### src/stratified_poisson_sample_acceptor_assert.svh
// Assertion macros used by the acceptor RTL.
`ifndef STRATIFIED_POISSON_SAMPLE_ACCEPTOR_ASSERT_SVH
`define STRATIFIED_POISSON_SAMPLE_ACCEPTOR_ASSERT_SVH
`ifndef SYNTHESIS
`define SPSA_ASSERT(lbl, prop, msg) \
  lbl: assert property (@(posedge clk) disable iff (rst) prop) else $error(msg);
`define SPSA_ASSERT_NR(lbl, prop, msg) \
  lbl: assert property (@(posedge clk) prop) else $error(msg);
`else
`define SPSA_ASSERT(lbl, prop, msg)
`define SPSA_ASSERT_NR(lbl, prop, msg)
`endif
`endif

### src/spsa_dist.sv
`timescale 1ns / 1ps
module spsa_dist #(
  parameter int COORD_BITS = 16
) (
  input  logic                    clk,
  input  logic                    rst,
  input  logic                    feed,
  input  logic [COORD_BITS-1:0]   px,
  input  logic [COORD_BITS-1:0]   py,
  input  logic [COORD_BITS-1:0]   cx,
  input  logic [COORD_BITS-1:0]   cy,
  input  logic [2*COORD_BITS-1:0] r2,
  output logic                    hit
);

  localparam int CW = COORD_BITS;
  localparam logic [CW-1:0] HALF = CW'(1) << (CW - 1);

  logic [CW-1:0]   adx, ady, wdx, wdy;
  logic [CW-1:0]   dx, dy;
  logic [2*CW-1:0] dx2, dy2;
  logic            v1, v2;

  always_comb begin
    adx = (px > cx) ? px - cx : cx - px;
    ady = (py > cy) ? py - cy : cy - py;
    wdx = (adx > HALF) ? CW'(0) - adx : adx;
    wdy = (ady > HALF) ? CW'(0) - ady : ady;
  end

  always_ff @(posedge clk) begin
    if (rst) begin
      v1  <= 1'b0;
      v2  <= 1'b0;
      hit <= 1'b0;
    end else begin
      v1  <= feed;
      v2  <= v1;
      hit <= v2 && ((dx2 + dy2) < r2);
    end
    dx  <= wdx;
    dy  <= wdy;
    dx2 <= dx * dx;
    dy2 <= dy * dy;
  end

endmodule
### config.mk
export PLATFORM = sky130hd
export DESIGN_NAME = spsa_dist
export DESIGN_NICKNAME = d
export VERILOG_FILES = /design/src/stratified_poisson_sample_acceptor_assert.svh /design/src/spsa_dist.sv
export SDC_FILE = /design/constraint.sdc
export NUM_CORES = 1
export LEC_CHECK = 0
export BUFFER_PORTS_ARGS = -buffer_cell sky130_fd_sc_hd__buf_4
export CAP_MARGIN = 5
export CORE_MARGIN = 8
export CORE_UTILIZATION = 65
export CTS_CLUSTER_SIZE = 14
export DETAILED_ROUTE_END_ITERATION = 10
export PLACE_DENSITY = 0.84
export SLEW_MARGIN = 20
export SYNTH_ARGS = -nofsm -noshare
export SYNTH_HDL_FRONTEND = slang
export SYNTH_SLANG_ARGS = --single-unit
### constraint.sdc
create_clock -name clk -period 7.63 [get_ports clk]
set_clock_uncertainty 0.2 [all_clocks]
set_input_delay 1.526 -clock clk [delete_from_list [all_inputs] [get_ports clk]]
set_output_delay 1.526 -clock clk [all_outputs]
set_load 0.03 [all_outputs]
==> reports/results.ini <==
[run_status]
outcome = finished clean

[detailed_routing]
detail-route-antenna-nets = 0
wire_per_inst_um = 16.41
dr_total_vias = 17750
post_route_drc_violation_count = 0
detailedRoute.firstIterationViolations = 1154
via_per_inst = 5.639
detailed_route_wire_length_mm = 51.66
iteration_count_of_the_initial_detailed_routing_pass = 6

[logic_synthesis]
synth_top_cell_by_area = fa_1
ys.flop_type = dfxtp_1
postSynthRegisterBits = 97
synth_fp_nets = 3372
synth_seq_area_share_pct = 8.598
synthesis.area_per_instance_um2 = 8.637
syn-instance-count = 2615
xor_xnor_share_of_the_synthesized_area_pct = 5.562
synth_top_area_share_pct = 29.07
synthMuxAreaShare_pct = 1.285
post_synthesis_cell_type_count = 84
yosys.area_share.adder_pct = 47.35
yosys-top-cells-count = 621 x inv_1, 330 x ha_1, 328 x fa_1
post-synth-top-count-cell = inv_1
synth_simple_gate_area_share_pct = 13.70
synth_edf_count = 0
synth_compound_gate_area_share_pct = 11.88
combinational_family_with_the_most_area_after_synthesis = adder cells
ys.warnings.count = 0
synthArstFlopShare_pct = 0
synth.cell_area_um2 = 22590
post_synth_main_area_contributors = fa_1 29%, ha_1 18%, inv_1 10%, dfxtp_1 8.6%, nand2_1 3.3%

[placed_design]
placedInstanceArea_um2 = 23800
gp_congestion = 0.9513
post-place-cells = 3132
place.detailed.hpwl_mm = 44.64
placement.io_buffers = 99

[sta]
final_report_hold_violation_count = 0
grt_setup_unrepaired = no
report.final.slew_viol_count = 0
timing.final.crit_period_ns = 7.270
tightest_slew_ns = 0.7341
final_setup_violation_count = 0
finalCritPeriodShare_pct = 95.28
timing.setup.tns_ns = 0
fmaxAchievable_mhz = 137.5
slew_headroom_pct = 50.99

[final_layout]
number_of_antenna_cells_inserted = 0
finalCoreUtilization_pct = 70.22
fin_nets = 3445
area.growth.synth_to_final_pct = 6.875
post_layout_nonfiller_instances = 3148
final_layout_size_suffix_gt1_share_pct = 7.130
fin_area_um2 = 24140
filler_cell_count = 2676

[worst_setup_path]
slowest_stage_cell_cp = dfxtp_1
path_max_fanout = 12
timing.critical_path.required_ns = 7.70
path_common_cell = fa_1
startpoint_type = flop
worst_ep_arrival_time_ns = 7.34
crit_path_cell_trace = inv_1 -> nor2_1 -> ha_1 -> xor2_1 -> fa_1 -> inv_1 -> fa_1 -> fa_1 -> fa_1 -> inv_1 -> fa_1 -> inv_1 -> ha_1 -> a21o_1 -> a21o_1 -> a21o_1 -> a211o_1 -> a21oi_1 -> o221ai_1 -> a311o_1 -> o31ai_4 -> mux2i_1 -> a2111oi_2
worstSetupPathType = reg -> reg
timing.critical_path.slowest_cell_delay_ns = 0.63
worstSetupEndpointType = flop

[grt]
grt_pass1_vias = 18820
grt_pass1_wl_mm = 87.96
overflow = 0
global_route_total_usage_across_every_layer_pct = 25.75
number_of_antenna_violations_at_the_first_check_in_global_routing = 0
pin_count_of_the_biggest_net_entering_global_routing = 20

[floorplan]
die_area_um2 = 40970
floorplan.core_area_um2 = 34370
die_w_um = 202.4
pin_count = 100
floorplan.initialDensity_pct = 65.71
floorplan.die.height_um = 202.4
num_rows = 68

[clocking]
clockBufferDepth = 2
cts-htree-levels = 3
ctsRootBufferMaster = clkbuf_16
clkLatencyLatePin_ns = 0.37
cts_resized = 0
postCtsSetupRepairBufs = 0
clk_transition_reported_paths_ns = 0.08
clock_buffers_created_by_tritoncts = 9
post_cts_hold_buffer_count = 0
tritoncts = built
cts.sink_count = 97

[hold_path]
min_path_type = reg -> reg

[flow_run]
max_cap_viol = 0

layout by cell type (no fill, tap or decap), drive strengths merged, types with 9 or more instances in the layout:
cell,n
a211oi,24
a21o,61
a21oi,100
a31oi,13
and2,84
and3,17
and4,11
buf,125
clkbuf,9
dfxtp,97
fa,328
ha,330
inv,624
mux2i,24
nand2,197
nand2b,26
nand3,31
nand4,25
nor2,123
nor2b,35
nor3,33
o211ai,10
o21a,20
o21ai,56
o21bai,10
o31ai,11
or2,13
or3,11
xnor2,87
xor2,53
worst paths after layout:
path                             from  endpoint  slack [ns]  cells after the start
worst min register to register     v1        v2        0.24                      1
worst max-delay path            dy[3]   dy2[31]        0.36                     23
worst max register to register  dy[3]   dy2[31]        0.36                     23
worst min-delay path               v1        v2        0.24                      1
sequential cells by signal, indices dropped and copies added (netlist names):
name / flops
v1: 1
dx2: 31
v2: 1
hit: 1
dx: 16
dy: 16
dy2: 31
routing by layer:
layer,global-route usage (%),wire [um],share of wire [%]
met5,0,0,0
met4,6.889,1129,2.2
met3,4.067,3439,6.7
met2,44.06,24980,48
met1,33.55,22120,43
worst max-delay path, delay by kind of cell, from the launching register on:
kind,cells,cell delay (ns)
fa+ha+maj,7,3.13
flops,1,0.63
compound gates,9,2.24
mux,1,0.12
simple gates,1,0.27
buf+inv,4,0.40
xor+xnor,1,0.19
metrics by stage:
stage	worst slack [ns]	hold WS, ns
2_1_floorplan	0.8440	0.1535
3_3_place_gp	0.3951	0.2196
3_5_place_dp	0.1540	0.2265
4_1_cts	0.1163	0.2452
5_1_grt	0.03127	0.2710
6_report	0.3599	0.2423
cell type report:
class | count | area (um^2) | share of cell area (%)
Clock buffer | 9 | 225.2 | 0.9330
Multi-Input combinational cell | 1834 | 18030 | 74.69
Clock inverter | 7 | 97.59 | 0.4043
Timing Repair Buffer | 125 | 938.4 | 3.888
Inverter | 621 | 2331 | 9.657
Tap cell | 455 | 569.3 | 2.358
Sequential cell | 97 | 1947 | 8.066
kinds of logic (layout without fill, tap and decap cells):
group / after synthesis / after routing
buffers and inverters: 684 / 762
adders and majority gates: 658 / 658
and+or+nand+nor: 623 / 623
AOI/OAI and AO/OA: 386 / 386
xor gates and xnor gates: 140 / 140
DFF: 97 / 97
muxes: 27 / 27
Power is left out: the tool's default activity adds up to more than one toggle a clock period on the data nets, which glitch-free logic cannot reach.
