### src/stratified_poisson_sample_acceptor_assert.svh
// Assertion macros used by the acceptor RTL.
`ifndef STRATIFIED_POISSON_SAMPLE_ACCEPTOR_ASSERT_SVH
`define STRATIFIED_POISSON_SAMPLE_ACCEPTOR_ASSERT_SVH
`ifndef SYNTHESIS
`define SPSA_ASSERT(lbl, prop, msg) \
  lbl: assert property (@(posedge clk) disable iff (rst) prop) else $error(msg);
`define SPSA_ASSERT_NR(lbl, prop, msg) \
  lbl: assert property (@(posedge clk) prop) else $error(msg);
`else
`define SPSA_ASSERT(lbl, prop, msg)
`define SPSA_ASSERT_NR(lbl, prop, msg)
`endif
`endif

### src/spsa_pkg.sv
`timescale 1ns / 1ps
package spsa_pkg;

  localparam logic [2:0] ST_ACCEPTED = 3'd0;
  localparam logic [2:0] ST_OCCUPIED = 3'd1;
  localparam logic [2:0] ST_CLOSE    = 3'd2;
  localparam logic [2:0] ST_FULL     = 3'd3;
  localparam logic [2:0] ST_CLEARED  = 3'd4;

  localparam logic [2:0] MODE_RANDOM  = 3'd0;
  localparam logic [2:0] MODE_JITTER  = 3'd1;
  localparam logic [2:0] MODE_POISSON = 3'd2;
  localparam logic [2:0] MODE_PJITTER = 3'd3;
  localparam logic [2:0] MODE_HIER    = 3'd4;

  localparam logic [1:0] REG_MODE      = 2'd0;
  localparam logic [1:0] REG_RADIUS    = 2'd1;
  localparam logic [1:0] REG_PJ_RADIUS = 2'd2;

  localparam logic       CMD_CLEAR = 1'b0;

  typedef struct packed {
    logic        command;
    logic [15:0] cand_x;
    logic [15:0] cand_y;
  } in_beat_t;

  typedef struct packed {
    logic [2:0]  status;
    logic [7:0]  sample_index;
    logic [15:0] sample_x;
    logic [15:0] sample_y;
    logic        sequence_done;
  } out_beat_t;

  typedef struct packed {
    logic shift;
    logic clear;
  } cell_ctrl_t;

endpackage

### src/spsa_cell.sv
`timescale 1ns / 1ps
module spsa_cell #(
  parameter int COORD_BITS = 16
) (
  input  logic                  clk,
  input  logic                  rst,
  input  spsa_pkg::cell_ctrl_t  ctrl,
  input  logic                  valid_in,
  input  logic [COORD_BITS-1:0] x_in,
  input  logic [COORD_BITS-1:0] y_in,
  output logic                  valid_out,
  output logic [COORD_BITS-1:0] x_out,
  output logic [COORD_BITS-1:0] y_out
);

  always_ff @(posedge clk) begin
    if (rst || ctrl.clear) begin
      valid_out <= 1'b0;
    end else if (ctrl.shift) begin
      valid_out <= valid_in;
    end
    if (ctrl.shift) begin
      x_out <= x_in;
      y_out <= y_in;
    end
  end

endmodule

### config.mk
export PLATFORM = sky130hd
export DESIGN_NAME = spsa_cell
export DESIGN_NICKNAME = d
export VERILOG_FILES = /design/src/stratified_poisson_sample_acceptor_assert.svh /design/src/spsa_pkg.sv /design/src/spsa_cell.sv
export SDC_FILE = /design/constraint.sdc
export NUM_CORES = 1
export LEC_CHECK = 0
export ABC_AREA = 1
export BUFFER_PORTS_ARGS = -buffer_cell sky130_fd_sc_hd__clkbuf_2
export CAP_MARGIN = 10
export CORE_MARGIN = 3
export CORE_UTILIZATION = 35
export DETAILED_ROUTE_END_ITERATION = 8
export PLACE_DENSITY = 0.79
export SLEW_MARGIN = 25
export SYNTH_ARGS = -nofsm -noshare
export SYNTH_HDL_FRONTEND = slang
export SYNTH_SLANG_ARGS = --single-unit
### constraint.sdc
create_clock -name clk -period 0.8 [get_ports clk]
set_input_delay 0.04 -clock clk [delete_from_list [all_inputs] [get_ports clk]]
set_output_delay 0.04 -clock clk [all_outputs]
set_load 0.05 [all_outputs]
==> impl_metrics.json <==
{
  "wire_per_inst_um": 13.6,
  "seqPwrFrac_pct": 51.9,
  "vdd_drop_max_mv": 1.92,
  "power.internal_mw": 2.86,
  "ys_async_sr_fraction_pct": 0,
  "core.rowCount": 18,
  "avgSynthCellArea_sq_um": 25.8,
  "layout.cells.non_filler": 184,
  "die_area_sq_um": 3550,
  "start_kind": "flop",
  "area_growth_pct": 112,
  "yosys_warnings": 0,
  "ys_seq_elements": 33,
  "vias_per_cell": 4.29,
  "register_area_sq_um": 982,
  "tns_ps": -4620,
  "ys_seq_area_share_pct": 97.5,
  "fmax_mhz": 1030,
  "drc": 0,
  "cts.path.max_buffers": 2,
  "critPathMaxStageDelay_ps": 430,
  "ant_nets": 0,
  "core_sq_um": 2610,
  "drive_gt1_share_pct": 53.2,
  "place_ws_ps": 150,
  "synth_nets": 76,
  "setup_viol": 33,
  "insertion_delay_ps": 330,
  "cts_root_buffer": "clkbuf_4",
  "violations": "setup timing",
  "path_cells": "buf_8",
  "drtPass1Iterations": 4,
  "dp_cells": 141,
  "path_class": "reg -> out",
  "pin_count": 70,
  "clkPwrFrac_pct": 21.3,
  "htreeDepth": 2,
  "finalCritPeriodShare_pct": 121,
  "synthTopCellsByArea": "edfxtp_1 96%, dfxtp_1 2.0%, nand2_1 0.75%",
  "final_util_pct": 81.8,
  "crit_path_max_fanout": 1,
  "rsz0062_at_grt": "true",
  "synth_most_common_cell": "edfxtp_1",
  "leakage_nw": 0.925,
  "grt_pass1_wl_um": 3860,
  "cts.sinks": 33,
  "cts_made_buffers": 5,
  "path_buf_inv": 1,
  "cts_tree": "yes",
  "grt_pass1_vias": 858,
  "grt_max_degree": 21,
  "layout_min_cycle_time_ps": 969,
  "path_delay_family": "flip-flops",
  "p_switching_mw": 1.19,
  "whs_ps": 143,
  "vias": 789,
  "finalHoldViolations": 0,
  "worst_pin_slew_ps": 139,
  "synth_top_area_cell": "edfxtp_1",
  "gr-total-overflow": 0,
  "drv_cap": 0,
  "crit_arrival_ps": 930,
  "fp.dieH_um": 59.6,
  "gp_routability_congestion": 0.597,
  "fillers": 149,
  "synth_area_sq_um": 1010,
  "antenna_found_initial": 0,
  "grt_use_total_pct": 16.1,
  "fin_ws_ps": -169,
  "diodes": 0,
  "ys_top_cells_by_count": "32 x edfxtp_1, 2 x nand2_1, 2 x nor2_1",
  "cellPowerDensity_nw_per_um2": 1890,
  "portBuffers": 69,
  "initial_utilization_pct": 38.5,
  "crit_path_end_kind": "output pin",
  "path_clk_slew_ps": 100,
  "ys.flop_type": "edfxtp_1",
  "synthDominantCellAreaShare_pct": 95.5,
  "totalWireLength_um": 2500,
  "report.final.slew_viol_count": 0,
  "synth_edf_count": 32,
  "slowest_stage": "edfxtp_1",
  "skew_ps": 0,
  "netlist-cell-type-count": 6,
  "post_cts_buffers": 0,
  "power_mw": 4.05,
  "final_nets": 190,
  "status": "finished, violations left",
  "hpwl_um": 1540,
  "drtIter0Drc": 10,
  "multi_input_area_sq_um": 21.3,
  "slew-limit-headroom_pct": 90.7,
  "power_frac_comb_pct": 26.7,
  "p_sw_share_pct": 29.4,
  "post-route-cell-area_sq_um": 2140,
  "min-delay-path-class": "in -> reg",
  "die_x_um": 59.6,
  "synthCells": 39,
  "placed_cell_area_sq_um": 1430,
  "critPathRequiredTime_ps": 760
}
==> power groups by stage <==
stage / combinational (mW) / clock (mW) / sequential [mW]
2_1_floorplan: 0.00755 / 0 / 2.59
4_1_cts: 1.07 / 0.911 / 2.10
3_5_place_dp: 0.739 / 0 / 2.12
6_report: 1.08 / 0.864 / 2.10
3_3_place_gp: 0.730 / 0 / 2.11
5_1_grt: 1.13 / 0.989 / 2.12
==> cells by family (layout without fill, tap and decap cells) <==
| group | after synthesis | after routing | synth area share (%) |
|---|---|---|---|
| AND/OR/NAND/NOR | 5 | 5 | 2.12 |
| flip-flops | 33 | 33 | 97.5 |
| buffers and inverters | 1 | 116 | 0.373 |
==> area by class of cell <==
type | instances | area share [%]
Tap cell | 30 | 1.76
Multi-Input combinational cell | 5 | 0.996
Clock inverter | 3 | 0.820
Timing Repair Buffer | 107 | 48.5
Sequential cell | 33 | 46.0
Inverter | 1 | 0.176
Clock buffer | 5 | 1.76
==> cells in the final DEF, fill, tap and decap left out, drive strengths merged <==
cell	n
clkinvlp	1
clkinv	2
dfxtp	1
buf	7
inv	1
dlygate4sd3	35
nand2	2
nor2	3
clkbuf	70
edfxtp	32
==> path summary, 6_finish.rpt <==
check	startpoint	end	slack (ps)	cells after the start
max reg2reg	valid_out$_SDFFE_PP0P_	valid_out$_SDFFE_PP0P_	160	2
max	x_out[3]$_DFFE_PP_	x_out[3]	-170	1
min	ctrl[1]	x_out[12]$_DFFE_PP_	140	2
min reg2reg	valid_out$_SDFFE_PP0P_	valid_out$_SDFFE_PP0P_	540	2
==> worst register-to-register path, stage by stage, from the launching register on <==
cell	delay, ps
dfxtp_2	350
nor2_1	140
nor2_2	50
==> routing by layer <==
metal / global-route usage [%] / up-vias / routed length (um)
li1: - / 377 / -
met1: 12.8 / 364 / 673
met2: 32.4 / 44 / 1530
met3: 7.19 / 4 / 259
met4: 6.65 / 0 / 40
met5: 0 / - / 0
==> state kept, by name (all words and copies together) (netlist names) <==
register,cells
valid_out,1
x_out,16
y_out,16
==> timing repair <==
| item | 4_1_cts | 5_1_grt |
|---|---|---|
| endpoints found under the setup margin | 33 | 33 |
| resized for setup | 67 | 4 |
| hold buffers | 35 | 0 |
| hold endpoints to repair | 33 | 0 |
No activity file was read; power rests on OpenSTA's default activity.
